==> src/hdl/fmpf_ram.sv <==
// ---------------------------------------------------------------------------
// fmpf_ram: generic simple dual-port RAM
// One write port, one read port, read data registered.
// ---------------------------------------------------------------------------
module fmpf_ram #(
    parameter int WIDTH = 8,
    parameter int DEPTH = 16
) (
    input  logic                                      i_clk,
    input  logic                                      i_we,
    input  logic [((DEPTH > 1) ? $clog2(DEPTH) : 1)-1:0] i_waddr,
    input  logic [WIDTH-1:0]                          i_wdata,
    input  logic                                      i_re,
    input  logic [((DEPTH > 1) ? $clog2(DEPTH) : 1)-1:0] i_raddr,
    output logic [WIDTH-1:0]                          o_rdata
);

    logic [WIDTH-1:0] r_mem [DEPTH];
    logic [WIDTH-1:0] r_rdata;

    // Write port
    always_ff @(posedge i_clk) begin
        if (i_we) begin
            r_mem[i_waddr] <= i_wdata;
        end
    end

    // Registered read port
    always_ff @(posedge i_clk) begin
        if (i_re) begin
            r_rdata <= r_mem[i_raddr];
        end
    end

    assign o_rdata = r_rdata;

endmodule

==> config.mk <==
export PLATFORM = sky130hd
export DESIGN_NAME = fmpf_ram
export DESIGN_NICKNAME = d
export VERILOG_FILES = /design/src/hdl/fmpf_ram.sv
export SDC_FILE = /design/constraint.sdc
export NUM_CORES = 1
export LEC_CHECK = 0
export BUFFER_PORTS_ARGS = -buffer_cell sky130_fd_sc_hd__buf_2
export CAP_MARGIN = 20
export CORE_AREA = 2 2 93 95
export CTS_CLUSTER_SIZE = 8
export DETAILED_ROUTE_END_ITERATION = 6
export DIE_AREA = 0 0 95 97
export GPL_TIMING_DRIVEN = 0
export PLACE_DENSITY = 0.83
export SLEW_MARGIN = 40
export SYNTH_ARGS = -nofsm -noshare
export SYNTH_HDL_FRONTEND = slang
export SYNTH_SLANG_ARGS = --single-unit
==> constraint.sdc <==
create_clock -name i_clk -period 4.4 [get_ports i_clk]
set_input_delay 0.44 -clock i_clk [delete_from_list [all_inputs] [get_ports i_clk]]
set_output_delay 0.44 -clock i_clk [all_outputs]
set_load 0.02 [all_outputs]
---- Yosys cells after proc, flatten, opt, wreduce, memory -nomap -nowiden ----
Memories as Yosys holds them, arrays and structs flattened. A register that Yosys moved wholly into a read port is not among the register bits.
Cells that the tools add are included.
cells by class
  multiplexer cells ....................... 2
operators with widths
  cell               number
  1-bit two-way mux  2
storage, ports and cells
  register bits ........................... 0
  bits in writable memories ............... 128
  bits of input ports ..................... 19
  output and inout port bits .............. 8
  word-level logic and storage cells ...... 3
  memories ................................ 1
memory list
  memory  depth  width  read ports  clocked after memory_dff  wr ports  RTL line  source
  r_mem   16     8      1           1                         1         18        logic [WIDTH-1:0] r_mem [DEPTH];

---- Logic depth before layout (Yosys ltp) ----
Gate-level depths: netlist of run 1.
  word-level depth ........................ 2
  mapped depth ............................ 5
  mapped depth without buffers ............ 3

---- Worst setup path before layout of run 1 ----
OpenSTA, ideal clock, no wires.
  kind .................................... in2reg
  from .................................... input port i_waddr[2] (netlist bit)
  to ...................................... memory r_mem[0][0] (enable)
  library setup time ...................... 0.383 ns
  arrival time ............................ 1.550 ns
  data required time ...................... 4.017 ns
  setup slack ............................. 2.467 ns
  stages .................................. 2
  buffers on the path ..................... 0
  cells stage by stage .................... or3b_2 nor3_1
RTL lines
  element             RTL line  source
  start: declaration  11        input logic [((DEPTH > 1) ? $clog2(DEPTH) : 1)-1:0] i_waddr,
  end: declaration    18
No word-level cell before the write port.

---- Worst setup path after layout of run 1 ----
  from .................................... input port i_waddr[2] (netlist bit)
  to ...................................... memory r_mem[3][0] (enable)
No word-level cell before the write port.

==> results of run 1 <==
-- worst max-delay path: cells and delay by family --
| kind | cells | cell delay [ps] |
|---|---|---|
| and+or+nand+nor | 2 | 1190 |
| buffers and inverters | 1 | 120 |
-- synthesized netlist by cell type (2+ instances only) --
library cell	count	share of area
a22oi_1	16	0.023
buf_2	3	0.0029
buf_6	3	0.0065
clkdlybuf4s25_2	3	0.0057
edfxtp_1	136	0.78
mux4_1	14	0.070
mux4_2	18	0.078
nand2_1	9	0.0065
nand2b_1	2	0.0024
nand3b_1	2	0.0029
nor2_1	13	0.0093
nor3_1	4	0.0038
-- area by class of cell --
cell class                      count  area (µm²)  area share
Buffer                             10        86.3      0.0142
Clock buffer                       17         414      0.0680
Clock inverter                     15         175      0.0287
Multi-Input combinational cell     83        1080       0.177
Sequential cell                   136        4080       0.670
Tap cell                          105         131      0.0216
Timing Repair Buffer               25         125      0.0205
-- flip-flops by register name, summed over array words and instances (netlist names) --
signal	cells
o_rdata	8
r_mem	128
-- final timing paths --
path | startpoint | to | slack, ps | depth (start not counted)
max | i_waddr[2] | r_mem[3][0]$_DFFE_PP_ | 2800 | 3
min | i_re | o_rdata[2]$_DFFE_PP_ | 250 | 1
max reg2reg | r_mem[4][0]$_DFFE_PP_ | o_rdata[0]$_DFFE_PP_ | 2840 | 3
min reg2reg | r_mem[8][5]$_DFFE_PP_ | o_rdata[5]$_DFFE_PP_ | 770 | 3
-- power by group through the flow --
stage / Combinational [mW] / Clock (mW) / Sequential [mW]
2_1_floorplan: 0.0737 / 0 / 1.50
3_3_place_gp: 0.136 / 0 / 1.49
3_5_place_dp: 0.141 / 0 / 1.49
4_1_cts: 0.144 / 1.41 / 1.47
5_1_grt: 0.154 / 1.47 / 1.47
6_report: 0.144 / 1.40 / 1.47
-- layer usage --
metal,vias up,share of wire,global-route usage,wire length (µm)
li1,1068,-,-,-
met1,1299,0.40,0.363,4040
met2,142,0.48,0.362,4820
met3,15,0.10,0.0888,1010
met4,0,0.016,0.0758,165
met5,-,0,0,0
-- cells by family (layout without fill, tap and decap cells) --
| logic type | after synthesis | count (layout) |
|---|---|---|
| flops | 136 | 136 |
| simple gates | 35 | 35 |
| mux | 32 | 32 |
| compound gates | 16 | 16 |
| buf+inv | 10 | 67 |
-- stage by stage --
stage	utilization	power (mW)	setup WS, ps
global route	0.749	3.10	2780
global placement	0.674	1.63	1930
CTS	0.749	3.02	2830
floorplan	-	1.57	2470
finish	0.749	3.01	2800
detailed placement	0.677	1.63	2280
==> results.tsv, run 1 <==
stage	metric	value	unit
run_status	status	finished, final reports clean	
clock_tree	postcts setup bufs	0	
floorplanning	Starting Density	0.643	
power_and_ir_drop	sequential share of power	0.487	
critical_path	slowest stage delay, CP	650	ps
place	HPWL after DPL	5820	µm
layout	area growth from synthesis to layout	16.6	%
clock_tree	CTS Sinks	136	
layout	design area	0.00609	mm²
critical_path	kind of end point of the critical path	flop	
floorplanning	Core Area	0.00813	mm²
synthesis	post-synthesis mux area share	0.148	
synthesis	Synth Warn #	0	
timing	skew final	6.88	ps
layout	Layout Cells excl Fill	391	
synthesis	Compound-Gate Fraction of Synth Area	0.0230	
synthesis	Synth async-reset ratio	0	
timing	count of final hold-check violations	0	
clock_tree	CTS Hold Bufs	0	
grt	largest net degree at the start of global routing	17	
place	# placed instances	359	
grt	vias in the first global route	2607	
power_and_ir_drop	logic gate share of total power	0.048	
drt	Pre-antenna DRT Iters	4	
floorplanning	Die Y-Extent	97	µm
layout	nets	292	
floorplanning	die extent in x	95	µm
clock_tree	Worst-Skew Late Latency	530	ps
timing	Slew Limit Fails	0	
timing	Setup Viol. Count Final	0	
layout	commonest cells after routing, fill and taps aside	edfxtp_1, buf_2, mux4_2, a22oi_1, clkbuf_16	
timing	setup TNS	0	ps
synthesis	Top FF cell, synth	edfxtp_1	
power_and_ir_drop	clock power share	0.465	
place	placed inst area	0.00550	mm²
timing	Fmax	0.626	GHz
synthesis	Seq/Total Area, Yosys	0.781	
synthesis	FF+latch count, synth	136	
layout	fraction of final layout cells sized beyond drive strength 1	0.311	
synthesis	syn_nets	248	
drt	routed len/inst	25.7	µm
timing	Tcrit/Tclk final	0.363	
power_and_ir_drop	Net Sw Frac	0.211	
timing	post-layout minimum cycle time	1600	ps
layout	number of diodes	0	
critical_path	worst-path cell chain	buf_2, or3b_2, nor2_1	
critical_path	Worst EP required	4550	ps
drt	drt drc	0	
timing	Slew @ Worst Pin	818	ps
power_and_ir_drop	Pwr per Cell Area	495	mW/mm²
floorplanning	Row Count	33	
power_and_ir_drop	maximum vdd ir drop	301	µV
min_path	hold crit path type	input pin to flop	
power_and_ir_drop	leakage	2.03	nW
synthesis	number of flops mapped to enable cells by yosys	136	
critical_path	Setup CP Type	input pin to flop	
critical_path	arrival time worst endpoint	1750	ps
power_and_ir_drop	internal power	2.38	mW
timing	Min Hold Slack	247	ps
critical_path	Crit-path slowest cell	nor2_1	
synthesis	Synth Area in XOR/XNOR	0	
drt	first-iteration detailed-routing DRC count	361	
timing	RSZ-0062 raised after global routing	false	
synthesis	post-synthesis simple-gate area fraction	0.0314	
clock_tree	post_cts resized	0	
floorplanning	IO Pins	27	
grt	first-pass GRT wire length	15500	µm
grt	initial antenna violation count	0	
critical_path	Crit Path Max Fanout	8	
grt	GR Util All Layers	0.249	
layout	commonest non-fill, non-tap cell in the layout	edfxtp_1	
critical_path	startpoint types	input pin	
clock_tree	CTS Buf Count	17	
place	routability congestion estimate	0.732	
synthesis	largest family of logic cells by synthesized area	multiplexers	
drt	vias per cell	6.46	
grt	GRT Residual Overflow	0	
synthesis	synthesized area	0.00523	mm²
clock_tree	Root Buffer	clkbuf_8	
floorplanning	Die Area	0.00922	mm²
clock_tree	CTS tree	yes	
drt	WL final	10000	µm
drt	total number of vias	2524	
place	Port Buf Inserts	25	
flow_run	MaxCap Viol Count	0	
synthesis	Post-Synth Adder-Cell Area	0	
power_and_ir_drop	Net Switching	636	µW
synthesis	syn avg cell area	22.8	µm²
timing	Rel. slew slack	0.453	
clock_tree	clock buffer depth	2	
drt	ANT nets after route	0	
clock_tree	depth of the CTS H-tree	4	
synthesis	synth unique cells	18	
layout	Fill cells	425	
synthesis	cell count after synthesis	229	
clock_tree	Clock transition at path regs	60	ps
No activity file was read; power rests on OpenSTA's default activity.
==> run 2: changes to the inputs <==
Settings changed: ABC_AREA set to 1, CORE_AREA 2 2 93 95 to 2 2 107 109, DIE_AREA 0 0 95 97 to 0 0 109 111, PLACE_DENSITY 0.83 to 0.74.
Clock period 4.4 ns to 1.45 ns, I/O delays scaled along.
==> run 2 against run 1 <==
Wire length grew 35%. Via count grew 56%. Clock-buffer cell count grew 1. Clock skew is 1.1 ps lower. Non-clock buffer count rose by 12. Critical endpoint is now o_rdata[2]$_DFFE_PP_. Largest cell class unchanged. Largest power group unchanged.
==> results.tsv, run 2 <==
stage	metric	value	unit	change
critical_path	worst-path cell chain	inv_1, nand2_1, nand3_1, nand3_1, nand3_1, nand2_1		was buf_2, or3b_2, nor2_1
synthesis	post-synth top area share	0.698		was 0.781
critical_path	slowest stage delay, CP	380	ps	was 650 ps
critical_path	Crit-path slowest cell	edfxtp_1		was nor2_1
clock_tree	post_cts resized	0		unchanged
clock_tree	depth of the CTS H-tree	4		unchanged
synthesis	dominant cells by area after synthesis	edfxtp_1, nand2_1, nand3_1		was edfxtp_1, mux4_2, mux4_1
timing	skew final	5.73	ps	was 6.88 ps
grt	largest net degree at the start of global routing	17		unchanged
timing	Slew @ Worst Pin	866	ps	was 818 ps
timing	setup TNS	0	ps	unchanged
timing	final critical-path setup slack	245	ps	was 2800 ps
floorplanning	Starting Density	0.528		was 0.643
run_status	status	finished, final reports clean		unchanged
critical_path	arrival time worst endpoint	1360	ps	was 1750 ps
synthesis	syn_nets	570		was 248
layout	commonest non-fill, non-tap cell in the layout	nand2_1		was edfxtp_1
timing	Min Hold Slack	71.8	ps	was 247 ps
clock_tree	Clock transition at path regs	60	ps	about the same
layout	Most flops, register	r_mem		unchanged
synthesis	Synth Warn #	0		unchanged
critical_path	most frequent CP cell	nand3_1		
critical_path	kind of end point of the critical path	flop		unchanged
drt	vias per cell	5.26		was 6.46
floorplanning	die extent in x	109	µm	was 95 µm
clock_tree	Worst-Skew Late Latency	410	ps	was 530 ps
place	# placed instances	717		was 359
floorplanning	IO Pins	27		unchanged
drt	first-iteration detailed-routing DRC count	487		was 361
critical_path	Setup CP Type	flop to flop		was input pin to flop
min_path	hold crit path type	input pin to flop		unchanged
layout	nets	612		was 292
layout	FF/Latch Area	0.00408	mm²	unchanged
grt	initial antenna violation count	0		unchanged
grt	GR Util All Layers	0.241		was 0.249
timing	Rel. slew slack	0.420		was 0.453
layout	final core utilization	0.608		was 0.749
synthesis	cell count after synthesis	551		was 229
floorplanning	Die Area	0.0121	mm²	was 0.00922 mm²
floorplanning	Core Area	0.0111	mm²	was 0.00813 mm²
place	Port Buf Inserts	23		was 25
synthesis	number of flops mapped to enable cells by yosys	136		unchanged
place	routability congestion estimate	0.895		was 0.732
layout	Layout Cells excl Fill	749		was 391
power_and_ir_drop	Pwr per Cell Area	1380	mW/mm²	was 495 mW/mm²
timing	Setup Viol. Count Final	0		unchanged
synthesis	Yosys top cell by area	edfxtp_1		unchanged
clock_tree	Root Buffer	clkbuf_16		was clkbuf_8
place	DP Worst Slack	-131	ps	was 2280 ps
power_and_ir_drop	leakage	2.90	nW	was 2.03 nW
clock_tree	clock buffer depth	2		unchanged
clock_tree	postcts setup bufs	0		unchanged
drt	routed len/inst	18.0	µm	was 25.7 µm
timing	Fmax	0.830	GHz	
synthesis	commonest cells in the synthesized netlist	nand2_1, edfxtp_1, inv_1, nand3_1, nor2_1		was edfxtp_1, mux4_2, a22oi_1, mux4_1, nor2_1
grt	first-pass GRT wire length	21000	µm	was 15500 µm
grt	vias in the first global route	3846		was 2607
layout	number of flip-flops in the largest register	128		unchanged
flow_run	MaxCap Viol Count	0		unchanged
layout	footprint of the multi-input gates	0.00122	mm²	was 0.00108 mm²
layout	fraction of final layout cells sized beyond drive strength 1	0.132		was 0.311
synthesis	syn avg cell area	10.6	µm²	was 22.8 µm²
synthesis	synth unique cells	11		was 18
timing	RSZ-0062 raised after global routing	false		unchanged
clock_tree	CTS Hold Bufs	0		unchanged
timing	Slew Limit Fails	0		unchanged
critical_path	Crit Path Max Fanout	1		was 8
synthesis	Seq/Total Area, Yosys	0.698		was 0.781
critical_path	Worst EP required	1600	ps	was 4550 ps
grt	GRT Residual Overflow	0		unchanged
drt	drt drc	0		unchanged
timing	post-layout minimum cycle time	1200	ps	
synthesis	synthesized area	0.00585	mm²	was 0.00523 mm²
synthesis	Top FF cell, synth	edfxtp_1		unchanged
power_and_ir_drop	maximum vdd ir drop	766	µV	was 301 µV
synthesis	Synth async-reset ratio	0		unchanged
layout	Fill cells	879		was 425
floorplanning	Die Y-Extent	111	µm	was 97 µm
floorplanning	Row Count	39		was 33
clock_tree	CTS Sinks	136		unchanged
critical_path	startpoint types	flop		was input pin
drt	Pre-antenna DRT Iters	6		was 4
timing	Tcrit/Tclk final	0.831		
synthesis	FF+latch count, synth	136		unchanged
synthesis	most common cell in the netlist	nand2_1		was edfxtp_1
layout	area growth from synthesis to layout	15.2	%	was 16.6%
layout	commonest cells after routing, fill and taps aside	nand2_1, edfxtp_1, inv_1, nand3_1, buf_2		was edfxtp_1, buf_2, mux4_2, a22oi_1, clkbuf_16
drt	ANT nets after route	0		unchanged
clock_tree	CTS tree	yes		unchanged
place	HPWL after DPL	8660	µm	was 5820 µm
drt	total number of vias	3942		was 2524
timing	count of final hold-check violations	0		unchanged
clock_tree	CTS Buf Count	17		unchanged
layout	number of diodes	0		unchanged
drt	WL final	13500	µm	was 10000 µm
## run 2: cell types whose count changed after synthesis, sizes merged, moves of 3 or more
cell | previous run | this run
buf | 7 | 24
clkdlybuf4s25 | 3 | 0
a22oi | 16 | 0
nand2 | 9 | 173
inv | 0 | 102
mux4 | 32 | 0
nand3 | 1 | 97
nor2 | 13 | 17
nor3 | 4 | 0
## run 2: worst max-delay path: cells and delay by family (launching register included)
family	cells	cell delay (ps)
simple gates	5	490
flops	1	380
buf+inv	1	70
## run 2: path summary, 6_finish.rpt
path                                from                   end  slack (ps)  cells after the start
setup / recovery   r_mem[8][2]$_DFFE_PP_  o_rdata[2]$_DFFE_PP_         250                      6
hold / removal                      i_re  o_rdata[5]$_DFFE_PP_          70                      1
setup reg to reg   r_mem[8][2]$_DFFE_PP_  o_rdata[2]$_DFFE_PP_         250                      6
hold reg to reg   r_mem[12][5]$_DFFE_PP_  o_rdata[5]$_DFFE_PP_         780                      6
## run 2: logic make-up after synthesis
logic type | after synthesis | synth area share
simple gates | 289 | 0.208
buf+inv | 126 | 0.0939
flops | 136 | 0.698
## run 2: layout make-up
cell class	count	area share
inverter	102	0.0568
multi-input combinational	289	0.182
tap	143	0.0266
sequential	136	0.606
clock buffer	18	0.0637
buffer	24	0.0247
timing repair buffer	23	0.0171
clock inverter	14	0.0232
## run 2: metal layers
metal | track usage | wire (µm)
met1 | 0.330 | 5380
met2 | 0.367 | 6540
met3 | 0.0535 | 1240
met4 | 0.114 | 344
met5 | 0 | 0
## run 2: power breakdown
part / total [mW] / leakage [nW] / internal, mW / switching [mW]
registers: 4.45 / 1.24 / 4.43 / 0.0203
clock network: 4.25 / 0.279 / 2.68 / 1.57
logic: 0.587 / 1.39 / 0.166 / 0.421
## run 2: through the flow
step / power [mW] / cell area [µm²]
final: 9.28 / 6740
after detailed placement: 5.10 / 6150
after global placement: 5.09 / 6140
after global routing: 9.57 / 6740
after CTS: 9.29 / 6730
after floorplan: 4.87 / 5850
