<file path="src/hdl/fmpf_pkg.sv">
// ---------------------------------------------------------------------------
// fmpf_pkg: shared types and helpers for the first-match packet filter
// Rule layout, request/response items, request and status codes, and the
// circular table address helper.
// ---------------------------------------------------------------------------
package fmpf_pkg;

    // Table size and derived widths
    localparam int MAX_RULES = 64;
    localparam int AW        = (MAX_RULES > 1) ? $clog2(MAX_RULES) : 1;
    localparam int CW        = $clog2(MAX_RULES + 1);

    // Request codes
    localparam logic [1:0] REQ_LOOKUP = 2'd0;
    localparam logic [1:0] REQ_INSERT = 2'd1;
    localparam logic [1:0] REQ_REMOVE = 2'd2;
    localparam logic [1:0] REQ_CLEAR  = 2'd3;

    // Status codes
    localparam logic [1:0] ST_OK    = 2'd0;
    localparam logic [1:0] ST_FULL  = 2'd1;
    localparam logic [1:0] ST_RANGE = 2'd2;

    // Input item
    typedef struct packed {
        logic [1:0]  req_type;
        logic [31:0] src_ip;
        logic [31:0] dst_ip;
        logic [15:0] sport;
        logic [15:0] dport;
        logic        src_ip_any;
        logic        dst_ip_any;
        logic        sport_any;
        logic        dport_any;
        logic        rule_block;
        logic [5:0]  rule_index;
    } t_in_item;

    // Result item
    typedef struct packed {
        logic       verdict_block;
        logic       matched;
        logic [5:0] match_index;
        logic [6:0] rule_count;
        logic [1:0] status;
    } t_out_item;

    // One stored rule (one RAM word)
    typedef struct packed {
        logic        src_ip_any;
        logic [31:0] src_ip;
        logic        dst_ip_any;
        logic [31:0] dst_ip;
        logic        sport_any;
        logic [15:0] sport;
        logic        dport_any;
        logic [15:0] dport;
        logic        block;
    } t_rule;

    localparam int RULE_W = $bits(t_rule);

    // Build a rule word from an insert request
    function automatic t_rule make_rule(input t_in_item req);
        t_rule r;
        r.src_ip_any = req.src_ip_any;
        r.src_ip     = req.src_ip;
        r.dst_ip_any = req.dst_ip_any;
        r.dst_ip     = req.dst_ip;
        r.sport_any  = req.sport_any;
        r.sport      = req.sport;
        r.dport_any  = req.dport_any;
        r.dport      = req.dport;
        r.block      = req.rule_block;
        return r;
    endfunction

    // Physical RAM address of logical position k, table starts at head
    function automatic logic [AW-1:0] phys_addr(input logic [AW-1:0] head,
                                                input logic [AW-1:0] k);
        logic [AW:0] sum;
        sum = {1'b0, head} + {1'b0, k};
        if (sum >= (AW+1)'(MAX_RULES)) begin
            sum = sum - (AW+1)'(MAX_RULES);
        end
        return sum[AW-1:0];
    endfunction

endpackage

</file>
<file path="src/hdl/fmpf_match.sv">
// ---------------------------------------------------------------------------
// fmpf_match: rule-against-packet comparator
// A rule hits when each of its four fields equals the packet's or is a
// wildcard.
// ---------------------------------------------------------------------------
module fmpf_match (
    input  fmpf_pkg::t_rule    i_rule,
    input  fmpf_pkg::t_in_item i_key,
    output logic               o_hit
);

    logic sip_ok;
    logic dip_ok;
    logic sport_ok;
    logic dport_ok;

    // Per-field compare with wildcard override
    assign sip_ok   = i_rule.src_ip_any || (i_rule.src_ip == i_key.src_ip);
    assign dip_ok   = i_rule.dst_ip_any || (i_rule.dst_ip == i_key.dst_ip);
    assign sport_ok = i_rule.sport_any  || (i_rule.sport  == i_key.sport);
    assign dport_ok = i_rule.dport_any  || (i_rule.dport  == i_key.dport);

    assign o_hit = sip_ok && dip_ok && sport_ok && dport_ok;

endmodule

</file>
<file path="config.mk">
export PLATFORM = sky130hd
export DESIGN_NAME = fmpf_match
export DESIGN_NICKNAME = d
export VERILOG_FILES = /design/src/hdl/fmpf_pkg.sv /design/src/hdl/fmpf_match.sv
export SDC_FILE = /design/constraint.sdc
export NUM_CORES = 1
export LEC_CHECK = 0
export BUFFER_PORTS_ARGS = -buffer_cell sky130_fd_sc_hd__buf_2
export CORE_AREA = 2 2 81 83
export DETAILED_ROUTE_END_ITERATION = 16
export DIE_AREA = 0 0 83 85
export GPL_TIMING_DRIVEN = 0
export SYNTH_ARGS = -nofsm -noshare
export SYNTH_HDL_FRONTEND = slang
export SYNTH_SLANG_ARGS = --single-unit
</file>
<file path="constraint.sdc">
create_clock -name vclk -period 1.4
set_input_delay 0.07 -clock vclk [all_inputs]
set_output_delay 0.07 -clock vclk [all_outputs]
set_load 0.03 [all_outputs]
</file>
# Word level (Yosys, flattened, before mapping)

Cells that the tools add are included.
W data, S select, Z words.

Reductions and logical operators: 7
Divide/modulo/power cells: 0
Shift operators: 0
$lt $le $gt $ge: 0
Equality and inequality tests: 4
Add/subtract/negate cells: 0
Multiply operators: 0
Mux-type cells: 0
Bitwise operators: 0

Operators with widths:

| kind                | count |
|---|---|
| $eq A32 B32 Y1      | 2 |
| $eq A16 B16 Y1      | 2 |
| $logic_or A1 B1 Y1  | 4 |
| $logic_and A1 B1 Y1 | 3 |

Memories: 0
Input port bits: 210
Latch bits: 0
Bits in read-only memories: 0
Memory bits (writable): 0
Register bits after elaboration: 0

# Depth between registers and ports, before layout

Gate-level depths: netlist (run 1).

Depth in word-level cells: 5
Mapped depth: 5
Gate-level depth less buffers: 5

# Worst setup path after synthesis (run 1)

Ideal clock, no wire load.

Path type: input to output
Start point: input i_key[46] in the netlist's numbering
End point: output o_hit
Path buffers: 0
Data required time: 1.330 ns
Setup slack: -0.030 ns
Stages: 5
Data arrival time: 1.360 ns
Cells stage by stage: xnor2_1 nand4_1 nor4_1 a21oi_1 nor3_1

Longest elaborated chain between the ends: 5

Ends and longest elaborated chain:

| what                             | RTL line         | text |
|---|---|---|
| from (decl)                      | fmpf_match.sv:8  | `input fmpf_pkg::t_in_item i_key,` |
| $eq A32 B32 Y1                   | fmpf_match.sv:19 | `assign dip_ok = i_rule.dst_ip_any \|\| (i_rule.dst_ip == i_key.dst_ip);` |
| $logic_or A1 B1 Y1               | fmpf_match.sv:19 |  |
| $logic_and A1 B1 Y1 (3 in a row) | fmpf_match.sv:23 | `assign o_hit = sip_ok && dip_ok && sport_ok && dport_ok;` |
| to (decl)                        | fmpf_match.sv:9  | `output logic o_hit` |

No other way between the ends.

# Final worst setup path (run 1)

Start point: input i_key[38] in the netlist's numbering
End point: output o_hit

Longest elaborated chain between the ends: 4

Ends and longest elaborated chain:

| what                             | RTL line         | text |
|---|---|---|
| $eq A16 B16 Y1                   | fmpf_match.sv:20 | `assign sport_ok = i_rule.sport_any \|\| (i_rule.sport == i_key.sport);` |
| $logic_or A1 B1 Y1               | fmpf_match.sv:20 |  |
| $logic_and A1 B1 Y1 (2 in a row) | fmpf_match.sv:23 |  |

No other way between the ends.

==> qor_table.md, run 1 <==
| Metric | Reported |
|:---|:---|
| Count of sequential standard cells | 0 |
| Total DRC errors in the routed layout | 0 |
| Power density normalized to cell area | 282.2 nW/um^2 |
| Total stage count of the critical path | 7 |
| Crit-path max cell delay | 350 ps |
| Post-layout minimum cycle time | 1408 ps |
| DIE HEIGHT | 85 microns |
| Area enclosed by the die boundary | 7055 sq um |
| Most frequent cell after synthesis | sky130_fd_sc_hd__xnor2_1 |
| Length of the first detailed-routing pass in iterations | 2 |
| Count of final setup violators | 1 |
| Unrepaired setup endpoints after global routing | yes |
| Worst Path Buf+Inv | 2 |
| Filler-free cell count of the finished design | 404 |
| Hold path startpoint | i_rule[100] |
| Wire length of the first global-routing pass | 6589 microns |
| Max-Slew Margin vs Limit | 81.65% |
| Number of vias per cell | 3.993 |
| CP Max Fanout | 1 |
| Summed area of non-filler cells in the final layout | 2258 sq um |
| WHS Path Cells | 4 |
| Share of synthesized area occupied by flip-flops and latches | 0% |
| HPWL after DPL | 4028 microns |
| Hold/Removal Path Class | in2out |
| Power after layout | 637.4 uW |
| Synth Area per Inst | 8.075 sq um |
| Fraction of final layout cells sized beyond drive strength 1 | 64.83% |
| Total global routing track utilization | 10.79% |
| Category of the worst setup path launch point | input pin |
| Type of element capturing the critical path | primary output |
| Starting DRT DRC Count | 6 |
| Mapped cell area | 1050 sq um |
| Routed length per instance | 10.25 microns |
| Number of port buffers | 197 |
| Transition time at the pin with the least slew margin | 273.0 ps |
| Count of different cell masters after synthesis | 6 |
| Total of max-cap violations | 0 |
| Pin count of the biggest net entering global routing | 2 |
| Violations in the final reports | negative setup slack |
| Post-Place Cells | 404 |
| Capture endpoint of the worst hold path | o_hit |
| Starting utilization of the core area | 16.92% |
| Final Cycle Share | 100.6% |
| Die width | 83 microns |
| Net Count, Synth | 340 |
| Cell Rows | 29 |
| Required time of the critical path | 1330 ps |
| Data arrival time at the worst-slack endpoint | 1340 ps |
| Antenna fix cells | 0 |
| Status | finished, violations left |
| Top Ports | 211 |
| Post-Route WL | 4139 microns |
| Gate count after technology mapping | 130 |
| Fraction of synthesized cell area taken by the top area cell type | 80.10% |
| Maximum ir drop on the vdd rail | 0.1200 mV |
| Cell family with the largest share of critical-path delay | simple AND/OR/NAND/NOR gates |
| P_leak | 1.047 nW |
| Initial antenna violation count | 0 |
| GRT Residual Overflow | 0 |
| Via count of the first global-routing pass | 1,625 |
| Slew Viols, Final | 0 |
| Number of clock buffer instances in the layout | 0 |
| Top area cells in the synthesized netlist | sky130_fd_sc_hd__xnor2_1 80%, sky130_fd_sc_hd__nand4_1 14%, sky130_fd_sc_hd__nor4_1 3.6%, sky130_fd_sc_hd__a21oi_1 0.95%, sky130_fd_sc_hd__o22ai_1 0.60% |
| Number of nets still failing antenna checks after routing | 0 |
| Cells traversed along the worst timing path | buf_2, xnor2_2, nand4_1, nor4_2, o22ai_2, nor3_2, buf_4 |
| Cell types with the highest counts after synthesis | 96 x sky130_fd_sc_hd__xnor2_1, 24 x sky130_fd_sc_hd__nand4_1, 6 x sky130_fd_sc_hd__nor4_1 |
| Gpl congestion | 0.8116 |
| Worst-path cell with the longest stage delay | sky130_fd_sc_hd__nor4_2 |
| Slack of the critical path | -7.762 ps |
| Number of buffers added for setup after CTS | 0 |
| Max frequency | 710.3 MHz |
| # nets final | 539 |
| Area leader, netlist | sky130_fd_sc_hd__xnor2_1 |
| Storage cell area | 0 sq um |
| Total count of hold-check failures in the final report | 0 |
| Critical path start-end classification | in2out |
| Number of warnings printed during yosys synthesis | 0 |
| Total cell area at the placement stage | 2137 sq um |
| Vias | 1,613 |
| Core area | 6205 sq um |
| Relative area change from synthesis to final layout | 115.1% |
-- placed cells by master, fill, tap and decap left out --
master | synthesis | layout
sky130_fd_sc_hd__o22ai_2 | 0 | 1
sky130_fd_sc_hd__buf_6 | 0 | 4
sky130_fd_sc_hd__nand4_1 | 24 | 24
sky130_fd_sc_hd__xnor2_2 | 0 | 7
sky130_fd_sc_hd__buf_4 | 0 | 1
sky130_fd_sc_hd__xnor2_1 | 96 | 89
sky130_fd_sc_hd__nor3_2 | 0 | 1
sky130_fd_sc_hd__a21oi_2 | 0 | 1
sky130_fd_sc_hd__nor4_1 | 6 | 1
sky130_fd_sc_hd__nor4_2 | 0 | 5
sky130_fd_sc_hd__a21oi_1 | 2 | 1
sky130_fd_sc_hd__buf_2 | 0 | 192
-- layout make-up --
type               count  area [sq um]
fillers              674          3946
multi-input cells    130          1149
repair buffers       197          1013
well taps             77         96.34
-- repair_timing --
item | CTS | global route
endpoints found under the setup margin | 1 | 1
hold buffers | 0 | 0
pin swaps | 5 | 8
hold endpoints to repair | 0 | 0
resized for setup | 9 | 10
-- kinds of logic after synthesis --
family	after synthesis	share of synthesized area, %
XOR/XNOR	96	80.10
AND/OR/NAND/NOR	31	18.35
AO/OA/AOI/OAI	3	1.550
-- per-layer routing --
metal  global-route usage (%)  part of all wire [%]  wire length [microns]
met1                    11.01                    33                   1350
met2                    23.75                    57                   2365
met3                    1.362                   9.7                    401
met4                   0.5961                  0.51                     21
met5                        0                     0                      0
-- worst max path at each step --
stage	startpoint	to
final	i_key[38]	o_hit
after global routing	i_rule[32]	o_hit
after CTS	i_key[32]	o_hit
after detailed placement	i_key[56]	o_hit
after global placement	i_key[56]	o_hit
after floorplan	i_key[46]	o_hit
-- report_power, final --
| part | internal, mW | switching, mW | total (mW) |
|---|---|---|---|
| clock network | 0 | 0 | 0 |
| logic | 0.409 | 0.228 | 0.637 |
| registers | 0 | 0 | 0 |
-- per-stage QoR --
stage               setup TNS (ps)  hold WS, ps  setup WS (ps)  util [%]
floorplan                        0        375.7          204.8         -
global placement            -112.5        607.4         -112.5     34.44
detailed placement          -100.9        642.3         -100.9     34.44
CTS                              0        629.6          3.430     35.29
global route                -127.6        623.6         -127.6     36.40
finish                      -7.762        584.0         -7.762     36.40
Power figures use the tool's default switching activity.
==> run 2, diff against run 1 <==
CORE_AREA = 2 2 82 84   (was 2 2 81 83)
DIE_AREA = 0 0 84 86   (was 0 0 83 85)
TNS_END_PERCENT = 100   (was unset)
clock period = 1.5 ns   (was 1.4 ns; I/O delays follow)
==> run 2 against run 1 <==
The flow now finishes without violations. Critical path depth unchanged. Via count increased by 0.56%. Non-clock buffer count stayed put. Power is 8.1% lower. Sequential share of layout area unchanged. First-iteration DRC count down 50%. Cell area is 2.1% lower. Setup slack improved by 46 ps. Flip-flop and latch count stayed put. Clock-buffer cell count unchanged. Die area grew 2.4%. Cell count did not move. Largest power group unchanged. Highest routed layer is now met3.
==> qor_table.md, run 2 (synthesis results as in run 1) <==
| Metric | Reported |
|:---|:---|
| Layout filler cell count | 680 |
| Starting DRT DRC Count | 3 |
| Total DRC errors in the routed layout | 0 |
| Data arrival time at the worst-slack endpoint | 1390 ps |
| Met3 track demand over resource | 1.347% |
| Critical path start-end classification | in2out |
| Top Ports | 211 |
| Power density normalized to cell area | 264.9 nW/um^2 |
| Gpl congestion | 0.7286 |
| GRT Residual Overflow | 0 |
| Routed length per instance | 10.48 microns |
| Cell Rows | 29 |
| Total cell area at the placement stage | 2132 sq um |
| CP Max Fanout | 1 |
| Total of max-cap violations | 0 |
| Length of the first detailed-routing pass in iterations | 4 |
| Category of the worst setup path launch point | input pin |
| Initial antenna violation count | 0 |
| Capture endpoint of the worst hold path | o_hit |
| Type of element capturing the critical path | primary output |
| GRT busiest layer | met2 |
| Hold path startpoint | i_rule[67] |
| Wire length of the first global-routing pass | 6755 microns |
| GR Layer Usage met2 | 23.20% |
| P_leak | 1.018 nW |
| Number of buffers added for setup after CTS | 0 |
| Starting utilization of the core area | 16.72% |
| Cells traversed along the worst timing path | buf_8, xnor2_4, nand4_1, nor4_2, a21oi_2, nor3_2, buf_4 |
| Core area | 6277 sq um |
| Max-Slew Margin vs Limit | 77.78% |
| HPWL after DPL | 4162 microns |
| Number of vias per cell | 4.015 |
| Most common cell after layout, fill and taps aside | sky130_fd_sc_hd__buf_2 |
| Storage cell area | 0 sq um |
| Count of final setup violators | 0 |
| Total count of hold-check failures in the final report | 0 |
| Hold/Removal Path Class | in2out |
| Required time of the critical path | 1420 ps |
| Maximum ir drop on the vdd rail | 0.1351 mV |
| Count of sequential standard cells | 0 |
| Number of clock buffer instances in the layout | 0 |
| WHS Path Cells | 4 |
| Met1 usage | 12.58% |
| Max frequency | 684.3 MHz |
| Total global routing track utilization | 11.13% |
| Final Hold Slack | 581.7 ps |
| Status | completed |
| Final Cycle Share | 97.43% |
| Summed area of non-filler cells in the final layout | 2212 sq um |
| Launch point of the worst path | i_rule[84] |
| Cts-stage hold buffer count | 0 |
| DIE HEIGHT | 86 microns |
| Post-layout minimum cycle time | 1461 ps |
| Via count of the first global-routing pass | 1,633 |
| # nets final | 539 |
| Top library cells by usage in the layout, fill and taps aside | 194 x sky130_fd_sc_hd__buf_2, 93 x sky130_fd_sc_hd__xnor2_1, 24 x sky130_fd_sc_hd__nand4_1, 3 x sky130_fd_sc_hd__nor4_2, 3 x sky130_fd_sc_hd__nor4_1 |
| Die width | 84 microns |
| Worst Path Buf+Inv | 2 |
| Antenna fix cells | 0 |
| Area enclosed by the die boundary | 7224 sq um |
| Number of nets still failing antenna checks after routing | 0 |
| Vias | 1,622 |
| Number of port buffers | 197 |
| Pin count of the biggest net entering global routing | 2 |
| Worst-path cell with the longest stage delay | sky130_fd_sc_hd__nor4_2 |
| Transition time at the pin with the least slew margin | 330.2 ps |
| Slew Viols, Final | 0 |
| Crit-path max cell delay | 350 ps |
| Unrepaired setup endpoints after global routing | yes |
| Relative area change from synthesis to final layout | 110.7% |
| Cell family with the largest share of critical-path delay | simple AND/OR/NAND/NOR gates |
| Post-Route WL | 4232 microns |
| Fraction of final layout cells sized beyond drive strength 1 | 62.69% |
-- run 2: area by class of cell --
| type | instances | area [sq um] | share of cell area (%) |
|---|---|---|---|
| Tap cell | 77 | 96.34 | 4.355 |
| Timing Repair Buffer | 197 | 1005 | 45.42 |
| Multi-Input combinational cell | 130 | 1111 | 50.23 |
-- run 2: layer usage --
metal	up-vias	routed length, microns
met4	0	0
met1	677	1435
met5	-	0
li1	849	-
met3	0	387
met2	96	2409
-- run 2: repair_timing --
action,in CTS,in global routing
endpoints found under the setup margin,1,1
gates resized for setup,1,13
pin swaps,0,6
-- run 2: stage by stage --
step                      TNS [ps]  worst slack [ps]  cells  total power [mW]  util [%]
final                            0             38.62    404            0.5860     35.24
after global routing        -58.13            -58.13    404            0.6492     35.24
after CTS                        0             14.36    404            0.5743     34.06
after detailed placement         0             1.457    404            0.5708     33.96
after global placement           0             13.23    404            0.5608     33.96
after floorplan                  0             59.67    130            0.2491         -
-- run 2: how the worst max path moves through the flow --
stage	slack (ps)	cells after the start	endpoint
3_5_place_dp	1	7	o_hit
3_3_place_gp	10	7	o_hit
5_1_grt	-60	7	o_hit
4_1_cts	10	7	o_hit
2_1_floorplan	60	5	o_hit
6_report	40	7	o_hit
-- run 2: where the power goes --
group / switching (mW) / internal (mW) / leakage [nW]
Clock: 0 / 0 / 0
Combinational: 0.210 / 0.376 / 1.02
Sequential: 0 / 0 / 0
==> run 3, diff against run 2 <==
==> constraint.sdc (replaced) <==
create_clock -name vclk -period 1.5
set_input_delay 0.075 -clock vclk [all_inputs]
set_output_delay 0.075 -clock vclk [all_outputs]
set_load 0.1 [all_outputs]
==> run 3 against run 2 <==
Utilization up 0.86 points. Power up 2.5%. Clock-buffer cell count unchanged. Setup slack better by 36 ps. Cell area up 2.4%. Fmax up 2.5%. Non-clock buffer count unchanged. Die area unchanged.
==> qor_table.md, run 3 (synthesis results as in run 1) <==
| Metric | Reported |
|:---|:---|
| Top layer in use | met3 |
| Register share of total power | 0% |
| Initial antenna violation count | 0 |
| Number of port buffers | 197 |
| Clock share of power | 0% |
| Vias | 1,632 |
| Hold/Removal Path Class | in2out |
| Count of sequential standard cells | 0 |
| Length of the first detailed-routing pass in iterations | 4 |
| Reported net switching power | 221.5 uW |
| Post-Place Cells | 404 |
| DIE HEIGHT | 86 microns |
| Summed area of non-filler cells in the final layout | 2266 sq um |
| Storage cell area | 0 sq um |
| Total global routing track utilization | 10.53% |
| Transition time at the pin with the least slew margin | 267.5 ps |
| Number of clock buffer instances in the layout | 0 |
| Layout filler cell count | 671 |
| Type of element capturing the critical path | primary output |
| Filler-free cell count of the finished design | 404 |
| Starting utilization of the core area | 16.72% |
| Top Ports | 211 |
| Core area | 6277 sq um |
| Fraction of power spent switching nets | 36.86% |
| Total cell area at the placement stage | 2188 sq um |
| Total of max-cap violations | 0 |
| Cts-stage hold buffer count | 0 |
| Final Cycle Share | 95.05% |
| Met1 Wirelength | 1409 microns |
| Routed length per instance | 10.48 microns |
| Relative area change from synthesis to final layout | 115.9% |
| Internal | 379.3 uW |
| Total count of hold-check failures in the final report | 0 |
| Total DRC errors in the routed layout | 0 |
| Power density normalized to cell area | 265.2 nW/um^2 |
| Fraction of the core area covered by cells at the end of the flow | 36.10% |
| Area used by multi-input combinational logic | 1169 sq um |
| Gpl congestion | 0.6958 |
| Most common cell after layout, fill and taps aside | sky130_fd_sc_hd__buf_2 |
| Starting DRT DRC Count | 4 |
| Count of final setup violators | 0 |
| Met2 Wirelength | 2446 microns |
| Data arrival time at the worst-slack endpoint | 1350 ps |
| Die width | 84 microns |
| Top library cells by usage in the layout, fill and taps aside | 196 x sky130_fd_sc_hd__buf_2, 88 x sky130_fd_sc_hd__xnor2_1, 24 x sky130_fd_sc_hd__nand4_1, 8 x sky130_fd_sc_hd__xnor2_2, 6 x sky130_fd_sc_hd__nor4_2 |
| CP Max Fanout | 1 |
| Post-Route WL | 4235 microns |
| Maximum ir drop on the vdd rail | 0.1164 mV |
| Pin count of the biggest net entering global routing | 2 |
| Part of the power in combinational logic | 100.0% |
| Post-layout minimum cycle time | 1426 ps |
| Status | completed |
| Max frequency | 701.4 MHz |
| Wire length of the first global-routing pass | 6596 microns |
| Accumulated negative setup slack | 0 ps |
| Max-Slew Margin vs Limit | 82.02% |
| HPWL after DPL | 4140 microns |
| Slew Viols, Final | 0 |
| P_leak | 1.051 nW |
| Launch point of the worst path | i_key[50] |
| Fraction of final layout cells sized beyond drive strength 1 | 65.44% |
| GRT Residual Overflow | 0 |
| Number of buffers added for setup after CTS | 0 |
| Area enclosed by the die boundary | 7224 sq um |
| Category of the worst setup path launch point | input pin |
| Via count of the first global-routing pass | 1,658 |
| Hold path startpoint | i_rule[17] |
| Number of nets still failing antenna checks after routing | 0 |
| Number of vias per cell | 4.040 |
| Antenna fix cells | 0 |
| Required time of the critical path | 1420 ps |
| Cell Rows | 29 |
| Detailed route wirelength on metal3 | 379 microns |
| Unrepaired setup endpoints after global routing | yes |
| Critical path start-end classification | in2out |
| # nets final | 539 |
==> run 3: changes by cell type in the layout (fill, tap and decap cells not counted), moves of 2 or more <==
cell | previous run | this run
sky130_fd_sc_hd__nor4_1 | 3 | 0
sky130_fd_sc_hd__xnor2_1 | 93 | 88
sky130_fd_sc_hd__xnor2_2 | 2 | 8
sky130_fd_sc_hd__nor4_2 | 3 | 6
sky130_fd_sc_hd__buf_2 | 194 | 196
==> run 3: worst paths after layout <==
check,end,slack (ps),depth (start not counted)
worst max-delay path,o_hit,70,7
worst min-delay path,o_hit,630,4
==> run 3: power groups by stage <==
stage	Combinational, mW	Clock (mW)	Sequential, mW
after CTS	0.602	0	0
final	0.601	0	0
after global placement	0.581	0	0
after global routing	0.661	0	0
after floorplan	0.266	0	0
after detailed placement	0.592	0	0
==> run 3: metal layers <==
metal  global-route usage, %  vias to the layer above
met1                   11.17                      687
met2                   23.13                       96
met5                       0                        -
li1                        -                      849
met3                  0.9625                        0
met4                  0.2933                        0
==> run 3: cell type report <==
cell class	count	share of cell area, %
multi-input cells	130	51.57
well taps	77	4.252
repair buffers	197	44.17
==> run 3: per-stage QoR <==
step / setup WS [ps] / hold slack [ps] / power, mW
5_1_grt: -22.79 / 669.8 / 0.6605
2_1_floorplan: -77.92 / 515.6 / 0.2658
6_report: 74.22 / 626.2 / 0.6008
3_3_place_gp: -311.3 / 813.7 / 0.5814
3_5_place_dp: -278.1 / 845.1 / 0.5924
4_1_cts: 12.45 / 680.1 / 0.6017
==> run 3: what timing repair did <==
action / 4_1_cts / 5_1_grt
resized for setup: 8 / 6
pin swaps: 1 / 6
endpoints found under the setup margin: 1 / 1
==> run 3: critical path, stage by stage <==
cell and delay, ps:
sky130_fd_sc_hd__buf_2 100, sky130_fd_sc_hd__xnor2_1 200, sky130_fd_sc_hd__nand4_1 130, sky130_fd_sc_hd__nor4_2 280, sky130_fd_sc_hd__a21oi_1 150, sky130_fd_sc_hd__nor3_4 210, sky130_fd_sc_hd__buf_12 200
